## config.mk

```make
export PLATFORM = sky130hd
export DESIGN_NAME = button_debounce_long_press
export DESIGN_NICKNAME = d
export VERILOG_FILES = /design/src/hw/rtl/bdlp_pkg.sv /design/src/hw/rtl/bdlp_cfg.sv /design/src/hw/rtl/bdlp_core.sv /design/src/hw/rtl/button_debounce_long_press.sv
export SDC_FILE = /design/constraint.sdc
export NUM_CORES = 1
export LEC_CHECK = 0
export ABC_AREA = 1
export BUFFER_PORTS_ARGS = -buffer_cell sky130_fd_sc_hd__buf_2
export CORE_MARGIN = 2
export CORE_UTILIZATION = 57
export DETAILED_ROUTE_END_ITERATION = 12
export MAX_ROUTING_LAYER = met4
export PLACE_DENSITY_LB_ADDON = 0.15
export SKIP_CTS_REPAIR_TIMING = 1
export SYNTH_ARGS = -nofsm -noshare
export SYNTH_HDL_FRONTEND = slang
export SYNTH_SLANG_ARGS = --single-unit
```

## constraint.sdc

```tcl
create_clock -name clk -period 5.4 [get_ports clk]
set_input_delay 0.27 -clock clk [delete_from_list [all_inputs] [get_ports clk]]
set_output_delay 0.27 -clock clk [all_outputs]
set_load 0.005 [all_outputs]
```

## src/hw/rtl/bdlp_pkg.sv

```systemverilog
// Package for the button debounce and long-press block.
// Holds the item and configuration types, register indexes and button positions.
// No dependencies.
`default_nettype none

package bdlp_pkg;

  localparam int NUM_BUTTONS = 8;
  localparam int CFG_BITS    = 16;
  localparam int CFG_IDX_BITS = 2;

  localparam int B_STOP   = 0;
  localparam int B_UP     = 1;
  localparam int B_DOWN   = 2;
  localparam int B_LEFT   = 3;
  localparam int B_RIGHT  = 4;
  localparam int B_MANUAL = 5;
  localparam int B_AUTO   = 6;
  localparam int B_ANCHOR = 7;

  localparam logic [NUM_BUTTONS-1:0] MODE_MASK = 8'b1110_0000;

  typedef enum logic [CFG_IDX_BITS-1:0] {
    REG_DEBOUNCE   = 2'd0,
    REG_LONG_PRESS = 2'd1,
    REG_COMBO_HOLD = 2'd2
  } reg_index_t;

  localparam logic [CFG_BITS-1:0] DEBOUNCE_RESET   = 16'd50;
  localparam logic [CFG_BITS-1:0] LONG_PRESS_RESET = 16'd1000;
  localparam logic [CFG_BITS-1:0] COMBO_HOLD_RESET = 16'd3000;

  typedef struct packed {
    logic [CFG_BITS-1:0] settle_ms;
    logic [CFG_BITS-1:0] hold_ms;
    logic [CFG_BITS-1:0] combo_hold_ms;
  } cfg_t;

  typedef struct packed {
    logic [NUM_BUTTONS-1:0] raw_mask;
    logic [31:0]            now_ms;
  } in_item_t;

  typedef struct packed {
    logic stop_requested;
    logic combo_request;
    logic manual_request;
    logic auto_request;
    logic anchor_request;
    logic thrust_up_held;
    logic thrust_down_held;
    logic steer_left_held;
    logic steer_right_held;
    logic anchor_held;
  } out_item_t;

endpackage

`default_nettype wire

```

## src/hw/rtl/bdlp_cfg.sv

```systemverilog
// Configuration registers of the button debounce block.
// Depends on bdlp_pkg for the register indexes and reset values.
`default_nettype none

module bdlp_cfg
  import bdlp_pkg::*;
(
  input  wire logic                    clk,
  input  wire logic                    rst,
  input  wire logic                    cfg_we,
  input  wire logic [CFG_IDX_BITS-1:0] cfg_index,
  input  wire logic [CFG_BITS-1:0]     cfg_data,
  output cfg_t                         cfg
);

  always_ff @(posedge clk) begin
    if (rst) begin
      cfg.settle_ms     <= DEBOUNCE_RESET;
      cfg.hold_ms       <= LONG_PRESS_RESET;
      cfg.combo_hold_ms <= COMBO_HOLD_RESET;
    end else if (cfg_we) begin
      case (cfg_index)
        REG_DEBOUNCE:   cfg.settle_ms     <= cfg_data;
        REG_LONG_PRESS: cfg.hold_ms       <= cfg_data;
        REG_COMBO_HOLD: cfg.combo_hold_ms <= cfg_data;
        default: ;
      endcase
    end
  end

endmodule

`default_nettype wire

```

## src/hw/rtl/bdlp_core.sv

```systemverilog
// Debounce, press timing and combo state with the result logic for one item.
// Depends on bdlp_pkg for the item, configuration types and button positions.
`default_nettype none

module bdlp_core
  import bdlp_pkg::*;
#(
  parameter int TIME_BITS = 32
)
(
  input  wire logic      clk,
  input  wire logic      rst,
  input  wire logic      step,
  input  wire in_item_t  item,
  input  wire cfg_t      cfg,
  output out_item_t      result
);

  typedef logic [TIME_BITS-1:0] tstamp_t;

  logic [NUM_BUTTONS-1:0] last_raw;
  tstamp_t                last_change;
  logic [NUM_BUTTONS-1:0] stable_mask;
  tstamp_t                press_start [NUM_BUTTONS];
  logic [NUM_BUTTONS-1:0] reported;
  tstamp_t                combo_start;
  logic                   combo_reported;

  tstamp_t                now;
  tstamp_t                last_change_next;
  tstamp_t                deb_elapsed;
  logic                   raw_diff;
  logic [NUM_BUTTONS-1:0] stable_next;
  logic [NUM_BUTTONS-1:0] changed;
  tstamp_t                press_start_next [NUM_BUTTONS];
  tstamp_t                press_elapsed [NUM_BUTTONS];
  logic [NUM_BUTTONS-1:0] rep_base;
  logic [NUM_BUTTONS-1:0] hit;
  logic [NUM_BUTTONS-1:0] reported_next;
  logic                   both;
  logic                   cs_zero;
  tstamp_t                combo_start_next;
  tstamp_t                combo_elapsed;
  logic                   combo_hit;
  logic                   combo_reported_next;

  always_comb begin
    now              = item.now_ms[TIME_BITS-1:0];
    raw_diff         = item.raw_mask != last_raw;
    last_change_next = raw_diff ? now : last_change;
    deb_elapsed      = raw_diff ? '0 : tstamp_t'(now - last_change);
    stable_next      = (deb_elapsed >= tstamp_t'(cfg.settle_ms)) ? item.raw_mask
                                                                  : stable_mask;
    changed          = stable_mask ^ stable_next;

    for (int b = 0; b < NUM_BUTTONS; b++) begin
      press_start_next[b] = changed[b] ? (stable_next[b] ? now : '0) : press_start[b];
      press_elapsed[b]    = changed[b] ? '0 : tstamp_t'(now - press_start[b]);
      rep_base[b]         = changed[b] ? 1'b0 : reported[b];
      hit[b]              = stable_next[b] && !rep_base[b] && (press_start_next[b] != '0)
                            && (press_elapsed[b] >= tstamp_t'(cfg.hold_ms));
    end
    reported_next = rep_base | (hit & MODE_MASK);

    both             = stable_next[B_UP] && stable_next[B_DOWN];
    cs_zero          = combo_start == '0;
    combo_start_next = both ? (cs_zero ? now : combo_start) : '0;
    combo_elapsed    = cs_zero ? '0 : tstamp_t'(now - combo_start);
    combo_hit        = both && !combo_reported
                       && (combo_elapsed >= tstamp_t'(cfg.combo_hold_ms));
    combo_reported_next = both && (combo_reported || combo_hit);

    result.stop_requested   = stable_next[B_STOP];
    result.combo_request    = combo_hit;
    result.manual_request   = hit[B_MANUAL];
    result.auto_request     = hit[B_AUTO];
    result.anchor_request   = hit[B_ANCHOR];
    result.thrust_up_held   = stable_next[B_UP];
    result.thrust_down_held = stable_next[B_DOWN];
    result.steer_left_held  = stable_next[B_LEFT];
    result.steer_right_held = stable_next[B_RIGHT];
    result.anchor_held      = stable_next[B_ANCHOR];
  end

  always_ff @(posedge clk) begin
    if (rst) begin
      last_raw       <= '0;
      last_change    <= '0;
      stable_mask    <= '0;
      reported       <= '0;
      combo_start    <= '0;
      combo_reported <= 1'b0;
      for (int b = 0; b < NUM_BUTTONS; b++) begin
        press_start[b] <= '0;
      end
    end else if (step) begin
      last_raw       <= item.raw_mask;
      last_change    <= last_change_next;
      stable_mask    <= stable_next;
      reported       <= reported_next;
      combo_start    <= combo_start_next;
      combo_reported <= combo_reported_next;
      for (int b = 0; b < NUM_BUTTONS; b++) begin
        press_start[b] <= press_start_next[b];
      end
    end
  end

  a_stable_only_on_step: assert property (@(posedge clk) disable iff (rst)
    !step |=> $stable(stable_mask))
    else $error("stable mask moved without an item");

  a_combo_needs_both: assert property (@(posedge clk) disable iff (rst)
    step && combo_hit |=> combo_reported && stable_mask[B_UP] && stable_mask[B_DOWN])
    else $error("combo fired without both thrust buttons held");

  a_long_press_once: assert property (@(posedge clk) disable iff (rst)
    step && hit[B_MANUAL] |=> reported[B_MANUAL] && stable_mask[B_MANUAL])
    else $error("manual long press not latched as reported");

  a_combo_clear: assert property (@(posedge clk) disable iff (rst)
    !(stable_mask[B_UP] && stable_mask[B_DOWN]) |-> !combo_reported && combo_start == '0)
    else $error("combo state left over after thrust release");

endmodule

`default_nettype wire

```

## src/hw/rtl/button_debounce_long_press.sv

```systemverilog
// Top level of the button debounce and long-press block: input and result registers.
// Depends on bdlp_pkg, bdlp_cfg and bdlp_core.
//
//  Channel  Handshake              Payload
//  in       in_valid / in_ready    in_item  (raw_mask, now_ms)
//  out      out_valid / out_ready  out_item (ten request and held bits)
//  cfg      cfg_we                 cfg_index, cfg_data
//
// One item per cycle sustained while out_ready stays high. An accepted item goes
// through the input register and the result register; a stall can hold it between.
// The item is held in the input register and processed combinationally into the
// result register; the state update is the combinational debounce and timer logic.
// A stalled result holds the item in the input register; in_ready stays high
// while that register is empty. Reset clears both valid flags and the core state.
`default_nettype none

module button_debounce_long_press
  import bdlp_pkg::*;
#(
  parameter int TIME_BITS = 32
)
(
  input  wire logic                    clk,
  input  wire logic                    rst,
  input  wire logic                    in_valid,
  output logic                         in_ready,
  input  wire in_item_t                in_item,
  output logic                         out_valid,
  input  wire logic                    out_ready,
  output out_item_t                    out_item,
  input  wire logic                    cfg_we,
  input  wire logic [CFG_IDX_BITS-1:0] cfg_index,
  input  wire logic [CFG_BITS-1:0]     cfg_data
);

  cfg_t      cfg;
  logic      in_full;
  in_item_t  held;
  logic      step;
  out_item_t result;

  assign step     = in_full && (!out_valid || out_ready);
  assign in_ready = !in_full || step;

  bdlp_cfg u_cfg (
    .clk       (clk),
    .rst       (rst),
    .cfg_we    (cfg_we),
    .cfg_index (cfg_index),
    .cfg_data  (cfg_data),
    .cfg       (cfg)
  );

  bdlp_core #(
    .TIME_BITS (TIME_BITS)
  ) u_core (
    .clk    (clk),
    .rst    (rst),
    .step   (step),
    .item   (held),
    .cfg    (cfg),
    .result (result)
  );

  always_ff @(posedge clk) begin
    if (rst) begin
      in_full <= 1'b0;
    end else if (in_ready) begin
      in_full <= in_valid;
    end
  end

  always_ff @(posedge clk) begin
    if (in_ready && in_valid) begin
      held <= in_item;
    end
  end

  always_ff @(posedge clk) begin
    if (rst) begin
      out_valid <= 1'b0;
    end else if (step) begin
      out_valid <= 1'b1;
    end else if (out_ready) begin
      out_valid <= 1'b0;
    end
  end

  always_ff @(posedge clk) begin
    if (step) begin
      out_item <= result;
    end
  end

endmodule

`default_nettype wire
```

# Yosys cells after proc, flatten, opt, wreduce, memory -nomap -nowiden
# Memories as Yosys holds them, arrays and structs flattened.
# Index checks and enable logic that the tools add are counted.
word_totals:
  reg_bits: 189
  mem_bits_rw: 256
  output_inout_bits: 12
  mem_count: 1
classes:
  addsub: 5
  magnitude_cmp: 5
  n_eq_ne: 9
  n_mux: 47
  bitwise: 10
  n_reduce_logical: 40
memory_table:
  columns: ["name", "words", "word_bits", "rd", "rd_ports_with_merged_regs", "write_ports", "line", "text"]
  rows:
  - ["u_core.press_start", 8, 32, 3, 0, 8, "bdlp_core.sv:24", "tstamp_t press_start [NUM_BUTTONS];"]
op_table:
  columns: ["operator", "count"]
  rows:
  - ["$mux W32", 31]
  - ["$ge A32 B16 Y1", 5]
  - ["$sub A32 B32 Y32", 5]
  - ["$reduce_bool A32 Y1", 3]
  - ["$logic_not A32 Y1", 1]
  - ["$reduce_and A2 Y1", 10]
  - ["$logic_and A1 B1 Y1", 15]
  - ["$mux W1", 15]
  - ["$mux W8", 1]
  - ["$ne A8 B8 Y1", 1]
  - ["$or A1 B1 Y1", 8]
  - ["$or A8 B8 Y8", 1]
  - ["$xor A8 B8 Y8", 1]
  - ["$logic_not A1 Y1", 6]
  - ["$ne A1 B1 Y1 const B", 5]
  - ["$logic_or A1 B1 Y1", 3]
  - ["$eq A2 B1 Y1 const B", 1]
  - ["$eq A2 B2 Y1 const B", 1]
  - ["$logic_not A2 Y1", 1]
  - ["$ne A2 B2 Y1 const B", 1]
  - ["$reduce_bool A2 Y1", 1]

# Depth between registers and ports, before layout
# Gate-level depths: netlist of run 1.
logic_depth:
  depth_word: 11
  mapped_depth: 47
  ltp_nobuf: 43

# Cells and area by module
# From an unflattened synthesis of run 1, not the netlist that was laid out.
unflattened:
  hier_cells: 3551
  hier_area_um2: 23876.6
modules_own_cells:
  columns: ["module", "instances", "cells_each", "area_per_inst_um2", "seq_area_each_um2"]
  rows:
  - ["bdlp_core", 1, 3207, 20338.3, 4564.4]
  - ["bdlp_cfg", 1, 282, 1945.6, 960.9]
  - ["button_debounce_long_press", 1, 62, 1592.8, 1541.5]

# Worst setup path before layout of run 1
# Ideal clock, no wire load.
synth_timing:
  path_type: "register -> register"
  start: "reg held[38] (netlist bit)"
  end: "reg out_item[5] (netlist bit) (data pin)"
  setup_ns: 0.256
  arrival_ns: 5.130
  required_time_ns: 5.144
  slack_ns: 0.015
  path_stages_with_launch: 44
  synth_period_minus_slack_ns: 5.385
  cell_sequence: "edfxtp_1 -> buf_2 -> xnor2_2 -> nand4_1 -> nor3_4 -> buf_6 -> buf_1 -> inv_1 -> or2_2 -> ha_1 -> inv_1 -> nand2_1 -> nand2_1 -> nand2_1 -> nand2_1 -> nand2_1 -> nand2_1 -> nand2_1 -> (+8 left out) -> nand3_1 -> buf_2 -> nand2_2 -> or2_2 -> ha_1 -> o21ai_0 -> nand2_1 -> a21o_1 -> a21oi_1 -> o221ai_1 -> a21oi_1 -> o21ai_0 -> a21oi_1 -> nor2_1 -> nor3_1 -> a21oi_1 -> o21ai_1 -> inv_1"
synth_lines:
  columns: ["item", "line", "text"]
  rows:
  - ["start: declaration", "button_debounce_long_press.sv:38", "in_item_t held;"]
  - ["start signal: assignment", "button_debounce_long_press.sv:75", "held <= in_item;"]
  - ["end signal: assignment", "button_debounce_long_press.sv:91", "out_item <= result;"]
  - ["end: declaration", "button_debounce_long_press.sv:30", "output out_item_t out_item,"]

==> impl_summary.txt, run 1 <==
----------------------------------------------------
[Run status]
  Status ... complete, no violations

[Setup path]
  Critical path capture point ... out_item[5]$_DFFE_PP_
  Timing startpoint of the critical path ... held[39]$_DFFE_PP_
  Cells on worst reg2reg path ... 39
  Critical Path Fanout Max ... 6
  Slowest library cell on the worst path ... sky130_fd_sc_hd__edfxtp_1
  Setup crit start kind ... flop
  Dominant cell type by count on the critical path ... sky130_fd_sc_hd__nand2_1
  Worst EP arrival ... 5.67 ns
  Reg-to-reg slack, setup ... 0.04 ns
  Family with the most delay on the worst path ... simple AND/OR/NAND/NOR gates
  Reg-to-reg critical path startpoint ... held[39]$_DFFE_PP_
  Largest stage delay on the critical path ... 0.46 ns
  Crit path kind ... reg -> reg
  Required time of the worst setup path ... 5.72 ns
  Endpoint class of the critical path ... flop
  CP Depth ... 39
  Worst Path Buf+Inv ... 4
  Critical R2R Capture ... out_item[5]$_DFFE_PP_

[Run]
  Max-cap viol count ... 0

[Global routing]
  Overall track demand over capacity in global routing ... 0.389
  Number of global-route vias before repair ... 22700
  First-pass GRT wire length ... 128000 um
  Maximum number of pins on one net before global-route repair ... 71
  Initial antenna violation count ... 3
  GRT Residual Overflow ... 0

[STA]
  Maximum clock skew at final layout ... 0.0178 ns
  Worst Max-Slew Pin Slew ... 1.03 ns
  Max frequency ... 0.187 GHz
  Worst max-slew margin expressed relative to the limit ... 0.307
  Max-slew violation total from the final report ... 0
  Min Tclk post-route ... 5.36 ns
  Setup repair after global routing missed its margin ... true
  Crit path setup slack, layout ... 0.0424 ns
  Setup tns final ... 0 ns
  Worst hold-check slack ... 0.00593 ns
  Final setup fails ... 0
  Final period util ... 0.992
  Hold violation total from the final report ... 0

[Power and ir drop]
  NetSw ... 0.00272 W
  Part of the power in registers ... 0.337
  Switching share of power ... 0.372
  Power share of the clock group ... 0.321
  Total power divided by cell area ... 271 nW/um2
  P_leak ... 12.5 nW
  Maximum vdd ir drop ... 0.261 mV
  Power share of the combinational group ... 0.342
  Total Power Consumption ... 0.00732 W
  Cell internal power dissipation ... 0.00460 W

[Layout]
  Post-route cell area ... 27000 um2
  # nets final ... 3910
  Area grow syn2layout ... 12.8%
  Layout cells sized above 1 ... 0.0939

[Logic synthesis]
  Mapped cell area ... 23900 um2
  Number of storage elements in the synthesis netlist ... 280
  Leading register cell type out of synthesis ... sky130_fd_sc_hd__edfxtp_1
  Proportion of register bits with asynchronous set or reset after synthesis ... 0
  Net count of the mapped netlist ... 3760
  Post-synthesis cell count ... 3457
  Sequential share of the synthesized area ... 0.296
  Cell taking the most area after synthesis ... sky130_fd_sc_hd__edfxtp_1
  Number of flops mapped to enable cells by yosys ... 146
  Synth warn ... 0
  Cell types occupying the most area after synthesis ... sky130_fd_sc_hd__edfxtp_1 (18%), sky130_fd_sc_hd__ha_1 (12%), sky130_fd_sc_hd__nand2_1 (12%), sky130_fd_sc_hd__dfxtp_1 (11%), sky130_fd_sc_hd__a21oi_1 (8.6%)
  Post-synthesis area per instance ... 6.91 um2
  Area share of the leading cell type in the synthesized netlist ... 0.184
  Post-synth cell types ... 55

[Clocking]
  Clock buffer count from CTS ... 35
  Clock root buffer ... sky130_fd_sc_hd__clkbuf_16
  CTS Sinks ... 280
  Insertion delay to the later sink of the worst-skew pair ... 0.56 ns
  CTS HTree Levels ... 2
  Clock transition at the registers of the reported paths ... 0.06 ns
  Clock buffer depth ... 3
  CTS tree ... yes

[Placement]
  Detailed placement HPWL ... 65500 um
  Port buffer count ... 74
  Placed cell areas ... 25000 um2
  Routability cong. ... 1.04
  Setup Slack @ Placement ... -0.0264 ns

[Routing]
  Post-route ant nets ... 0
  Iter 0 DRT Violations ... 3227
  Drt first pass iters ... 8
  DRC ... 0
  Routed wire length ... 86300 um
  Routed WL per cell ... 20.7 um
  Number of vias after detailed routing ... 25100
  Post-DR vias/cell ... 6.03

[Floorplanning]
  Die boundary width ... 209 um
  Starting Density ... 0.581
  Number of placed I/O pins ... 75
  Die area ... 43600 um2
  Vertical extent of the die ... 209 um
  Rows ... 74
  Core ar. ... 41100 um2

[Hold path]
  Type of the worst min-delay path ... in -> reg

----------------------------------------------------
## how the worst min path moves through the flow
stage	start	cells after the start	to
after global placement	u_core.reported[6]$_SDFFE_PP0P_	2	u_core.reported[6]$_SDFFE_PP0P_
after CTS	in_item[37]	1	held[37]$_DFFE_PP_
after floorplan	in_item[0]	0	held[0]$_DFFE_PP_
after global routing	cfg_data[6]	3	u_cfg.cfg[22]$_SDFFE_PP1P_
final	out_ready	4	out_valid$_SDFFE_PP0P_
after detailed placement	in_item[21]	1	held[21]$_DFFE_PP_
## worst reg2reg max path, delay by kind of cell, from the launching register on
kind | cells | cell delay [ns]
AOI/OAI and AO/OA | 10 | 1.31
adders and majority gates | 2 | 0.47
xor gates and xnor gates | 1 | 0.22
DFF | 1 | 0.46
and+or+nand+nor | 22 | 2.27
buffers and inverters | 4 | 0.42
## layout by cell type (no fill, tap or decap), types with 17 or more instances in the layout
cell type / instances
sky130_fd_sc_hd__inv_2: 17
sky130_fd_sc_hd__buf_2: 73
sky130_fd_sc_hd__xnor2_1: 50
sky130_fd_sc_hd__edfxtp_1: 146
sky130_fd_sc_hd__inv_1: 512
sky130_fd_sc_hd__ha_1: 231
sky130_fd_sc_hd__nor4_1: 17
sky130_fd_sc_hd__o21ai_0: 202
sky130_fd_sc_hd__dlygate4sd3_1: 40
sky130_fd_sc_hd__clkbuf_16: 39
sky130_fd_sc_hd__a21oi_1: 404
sky130_fd_sc_hd__dfxtp_1: 134
sky130_fd_sc_hd__buf_4: 89
sky130_fd_sc_hd__nor3_1: 19
sky130_fd_sc_hd__nor2_1: 293
sky130_fd_sc_hd__o211ai_1: 24
sky130_fd_sc_hd__xor2_1: 42
sky130_fd_sc_hd__nand4_1: 109
sky130_fd_sc_hd__nand3_1: 180
sky130_fd_sc_hd__nand2_1: 769
## layer usage
metal | track usage | share of wire | vias to the layer above | wire length, um
met3 | 0.0815 | 0.12 | 250 | 10100
met5 | - | 0 | - | 0
met1 | 0.540 | 0.43 | 11500 | 37000
li1 | - | - | 11900 | -
met2 | 0.548 | 0.41 | 1496 | 35400
met4 | 0.161 | 0.044 | 0 | 3760
## stage by stage
stage / utilization / instances
finish: 0.656 / 4166
global route: 0.656 / 4166
CTS: 0.636 / 4105
detailed placement: 0.609 / 4043
global placement: 0.609 / 4043
floorplan: - / 3457
## cell usage after synthesis (7+ instances only)
master and n:
sky130_fd_sc_hd__nand2_2 7, sky130_fd_sc_hd__clkbuf_1 57, sky130_fd_sc_hd__inv_1 519, sky130_fd_sc_hd__nor3_1 20, sky130_fd_sc_hd__nand2_1 771, sky130_fd_sc_hd__o211ai_1 24, sky130_fd_sc_hd__ha_1 235, sky130_fd_sc_hd__or2_2 18
sky130_fd_sc_hd__o221ai_1 10, sky130_fd_sc_hd__xnor2_1 51, sky130_fd_sc_hd__nand3_2 12, sky130_fd_sc_hd__edfxtp_1 146, sky130_fd_sc_hd__a31oi_1 10, sky130_fd_sc_hd__dfxtp_1 134, sky130_fd_sc_hd__nand3b_1 10, sky130_fd_sc_hd__a21o_1 14
sky130_fd_sc_hd__buf_6 13, sky130_fd_sc_hd__xor2_1 42, sky130_fd_sc_hd__o22ai_1 8, sky130_fd_sc_hd__nand3_1 185, sky130_fd_sc_hd__buf_2 15, sky130_fd_sc_hd__o21ai_0 207, sky130_fd_sc_hd__nor2_2 9, sky130_fd_sc_hd__o21bai_1 12
sky130_fd_sc_hd__nand4_1 109, sky130_fd_sc_hd__nor4_1 17, sky130_fd_sc_hd__o21a_1 13, sky130_fd_sc_hd__a21oi_1 412, sky130_fd_sc_hd__inv_2 11, sky130_fd_sc_hd__clkinv_1 7, sky130_fd_sc_hd__nor2_1 297
## layout make-up
cell class              count  area, um2
diodes                      2       5.00
clock buffers              46       1000
clock inverters            16        113
fillers                  3580      14200
inverters                 537       2020
multi-input cells        2542      14500
flip-flops and latches    280       7070
well taps                 532        666
repair buffers            211       1590
## power groups by stage
stage	Clock (W)	Sequential, W	Combinational (W)
6_report	0.00235	0.00247	0.00250
5_1_grt	0.00242	0.00248	0.00275
4_1_cts	0.00236	0.00246	0.00233
3_5_place_dp	0	0.00250	0.00232
3_3_place_gp	0	0.00250	0.00226
2_1_floorplan	0	0.00250	0.00165
## registers in the layout (all words and copies together), names as in the netlist
name                   cells
u_core.stable_mask         8
u_core.reported            3
u_core.combo_reported      1
u_core.combo_start        32
u_cfg.cfg                 48
out_item                  10
in_full                    1
u_core.last_raw            8
u_core.press_start        96
u_core.last_change        32
held                      40
out_valid                  1
## logic make-up after synthesis
kind of cell,count (synthesis),share of synthesized area
AO/OA/AOI/OAI,731,0.165
XOR/XNOR,94,0.0348
adder cells (fa/ha/maj),240,0.127
buffers and inverters,635,0.106
flip-flops,280,0.296
AND/OR/NAND/NOR,1477,0.271
Power figures use the tool's default switching activity.
==> inputs of run 2 (changes only) <==
--- a/config.mk
+++ b/config.mk
@@ -7,6 +7,7 @@
 export LEC_CHECK = 0
 export ABC_AREA = 1
 export BUFFER_PORTS_ARGS = -buffer_cell sky130_fd_sc_hd__buf_2
+export CAP_MARGIN = 25
 export CORE_MARGIN = 2
 export CORE_UTILIZATION = 57
 export DETAILED_ROUTE_END_ITERATION = 12
@@ -15,4 +16,6 @@
 export SKIP_CTS_REPAIR_TIMING = 1
 export SYNTH_ARGS = -nofsm -noshare
 export SYNTH_HDL_FRONTEND = slang
+export SYNTH_HIERARCHICAL = 1
 export SYNTH_SLANG_ARGS = --single-unit
+export TNS_END_PERCENT = 20
==> run 2 against run 1 <==
Against the previous run:
- the run now ends with negative hold slack, negative setup slack left
- sequential power hardly changed
- first-iteration DRC count is 14% lower
- combinational power fell by 5%
- total power is 3.5% lower
- count of clock-buffer cells in the layout down 3
- critical path depth down 2
- sequential cell count unchanged
- register-to-register slack worse by 0.18 ns
- utilization increased by 0.57 points
- clock power shrank 6%
- clock skew rose by 0.0066 ns
==> impl_summary.txt, run 2 <==
----------------------------------------------------
[Run status]
  Status ... finished with violations
  Violated checks ... negative hold slack, negative setup slack

[Run]
  Max-cap viol count ... 0

[Layout]
  Layout Utilization ... 0.661
  Area grow syn2layout ... 13.9%
  Flip-flop count of the largest register after layout ... 96
  Fillers ... 3520
  Post-Layout Cell Count ... 4281
  Largest registers ... u_core/press_start: 96 flops, u_cfg/cfg: 48 flops, held: 40 flops
  Layout cells sized above 1 ... 0.101
  Leading cell type in the layout, fill and taps excluded ... sky130_fd_sc_hd__nand2_1
  Commonest cells after routing, fill and taps aside ... sky130_fd_sc_hd__nand2_1 (875), sky130_fd_sc_hd__inv_1 (531), sky130_fd_sc_hd__a21oi_1 (384)
  # nets final ... 4025
  Largest register by flop count ... u_core/press_start

[Global routing]
  Maximum number of pins on one net before global-route repair ... 78
  Overall track demand over capacity in global routing ... 0.378
  Initial antenna violation count ... 3
  GRT Residual Overflow ... 0
  First-pass GRT wire length ... 126000 um
  Number of global-route vias before repair ... 24000

[Placement]
  Placed instance count ... 4169
  Port buffer count ... 74
  Detailed placement HPWL ... 65500 um
  Setup Slack @ Placement ... -0.271 ns
  Routability cong. ... 1.04

[Setup path]
  Largest stage delay on the critical path ... 0.40 ns
  Setup crit start kind ... flop
  Worst EP arrival ... 5.89 ns
  Crit path kind ... reg -> reg
  Required time of the worst setup path ... 5.75 ns
  Dominant cell type by count on the critical path ... sky130_fd_sc_hd__nand2_2
  Endpoint class of the critical path ... flop
  Critical Path Fanout Max ... 4
  Slowest library cell on the worst path ... sky130_fd_sc_hd__fa_2

[Clocking]
  CTS HTree Levels ... 1
  Clock transition at the registers of the reported paths ... 0.06 ns
  CTS Sinks ... 280
  Insertion delay to the later sink of the worst-skew pair ... 0.60 ns
  Clock buffer depth ... 3
  Clock root buffer ... sky130_fd_sc_hd__clkbuf_16
  Clock buffer count from CTS ... 31
  CTS tree ... yes

[Power and ir drop]
  P_leak ... 13.0 nW
  Total power divided by cell area ... 260 nW/um2
  Total Power Consumption ... 0.00706 W
  Maximum vdd ir drop ... 0.289 mV

[Routing]
  Post-DR vias/cell ... 5.91
  Post-route ant nets ... 0
  Drt first pass iters ... 6
  DRC ... 0
  Number of vias after detailed routing ... 25300
  Iter 0 DRT Violations ... 2768
  Routed wire length ... 84500 um
  Routed WL per cell ... 19.7 um

[Logic synthesis]
  Top post-synthesis cells by count ... sky130_fd_sc_hd__nand2_1 (893), sky130_fd_sc_hd__inv_1 (538), sky130_fd_sc_hd__a21oi_1 (389)
  Cell types occupying the most area after synthesis ... sky130_fd_sc_hd__edfxtp_1 (18%), sky130_fd_sc_hd__nand2_1 (14%), sky130_fd_sc_hd__ha_1 (12%), sky130_fd_sc_hd__dfxtp_1 (11%), sky130_fd_sc_hd__inv_1 (8.5%)
  Post-synthesis area per instance ... 6.72 um2
  Net count of the mapped netlist ... 3854
  Proportion of register bits with asynchronous set or reset after synthesis ... 0
  Leading register cell type out of synthesis ... sky130_fd_sc_hd__edfxtp_1
  Cell taking the most area after synthesis ... sky130_fd_sc_hd__edfxtp_1
  Dominant cell by count in the synthesized netlist ... sky130_fd_sc_hd__nand2_1
  Number of storage elements in the synthesis netlist ... 280
  Post-synthesis cell count ... 3551
  Area share of the leading cell type in the synthesized netlist ... 0.184
  Post-synth cell types ... 49
  Mapped cell area ... 23900 um2
  Synth warn ... 6
  Number of flops mapped to enable cells by yosys ... 146
  Sequential share of the synthesized area ... 0.296

[STA]
  Worst hold-check slack ... -0.0372 ns
  Maximum clock skew at final layout ... 0.0244 ns
  Max-slew violation total from the final report ... 0
  Hold violation total from the final report ... 5
  Worst max-slew margin expressed relative to the limit ... 0.233
  Worst Max-Slew Pin Slew ... 1.15 ns
  Setup repair after global routing missed its margin ... true
  Final setup fails ... 2
  Max frequency ... 0.180 GHz
  Final period util ... 1.03
  Min Tclk post-route ... 5.54 ns
  Crit path setup slack, layout ... -0.140 ns

[Floorplanning]
  Core ar. ... 41100 um2
  Vertical extent of the die ... 209 um
  Die boundary width ... 209 um
  Die area ... 43500 um2
  Starting Density ... 0.581
  Rows ... 74
  Number of placed I/O pins ... 75

[Hold path]
  Type of the worst min-delay path ... in -> reg

----------------------------------------------------
-- run 2: changes by cell type after synthesis, sizes merged, moves of 7 or more --
cell	previous run	this run
a21o	14	21
o21ai	217	178
inv	530	545
nand2	779	905
a21oi	412	400
nor3	24	15
o211ai	24	10
clkbuf	57	46
nand4	110	62
nor2	307	371
nand3	201	214
xnor2	52	40
-- run 2: worst paths after layout --
| path | cells past startpoint | end | slack, ns | from |
|---|---|---|---|---|
| hold / removal | 3 | u_cfg/cfg[0]$_SDFFE_PP0P_ | -0.04 | cfg_data[0] |
| setup reg to reg | 37 | out_item[6]$_DFFE_PP_ | -0.14 | held[0]$_DFFE_PP_ |
| setup / recovery | 37 | out_item[6]$_DFFE_PP_ | -0.14 | held[0]$_DFFE_PP_ |
| hold reg to reg | 2 | u_cfg/cfg[36]$_SDFFE_PP1P_ | 0.46 | u_cfg/cfg[36]$_SDFFE_PP1P_ |
-- run 2: power breakdown --
part	switching (W)	internal, W
combinational	0.00151	0.000874
clock	0.000937	0.00128
sequential	0.0000815	0.00238
-- run 2: area by class of cell --
type | instances | area, um2 | area share
inverters | 546 | 2050 | 0.0755
flip-flops and latches | 280 | 7070 | 0.260
diodes | 3 | 7.51 | 0.000276
clock buffers | 43 | 915 | 0.0336
clock inverters | 14 | 138 | 0.00506
multi-input cells | 2633 | 14600 | 0.538
repair buffers | 230 | 1700 | 0.0627
well taps | 532 | 666 | 0.0245
-- run 2: routing by layer --
layer / GRT usage / vias to the layer above / part of all wire
met3: 0.0628 / 311 / 0.085
met4: 0.199 / 0 / 0.063
met2: 0.628 / 1263 / 0.47
met1: 0.442 / 11700 / 0.38
met5: - / - / 0
li1: - / 12000 / -
-- run 2: logic make-up after synthesis --
| kind of cell | count (synthesis) | share of synthesized area |
|---|---|---|
| AOI/OAI and AO/OA | 684 | 0.156 |
| xor gates and xnor gates | 77 | 0.0282 |
| adders and majority gates | 240 | 0.127 |
| buffers and inverters | 638 | 0.106 |
| DFF | 280 | 0.296 |
| and+or+nand+nor | 1632 | 0.286 |
-- run 2: critical path: cells and delay by family (launching register included) --
kind	cells	cell delay, ns
compound gates	11	1.88
buf+inv	5	0.39
simple gates	17	1.64
fa+ha+maj	4	1.04
flops	1	0.38
-- run 2: metrics by stage --
stage | instance area (um2) | hold slack (ns) | setup TNS (ns)
finish | 27200 | -0.0372 | -0.275
floorplan | 23900 | 0.332 | 0
global placement | 25300 | 0.439 | -0.537
detailed placement | 25300 | 0.448 | -1.17
CTS | 26300 | -0.153 | -1.27
global route | 27200 | -0.0402 | -1.68
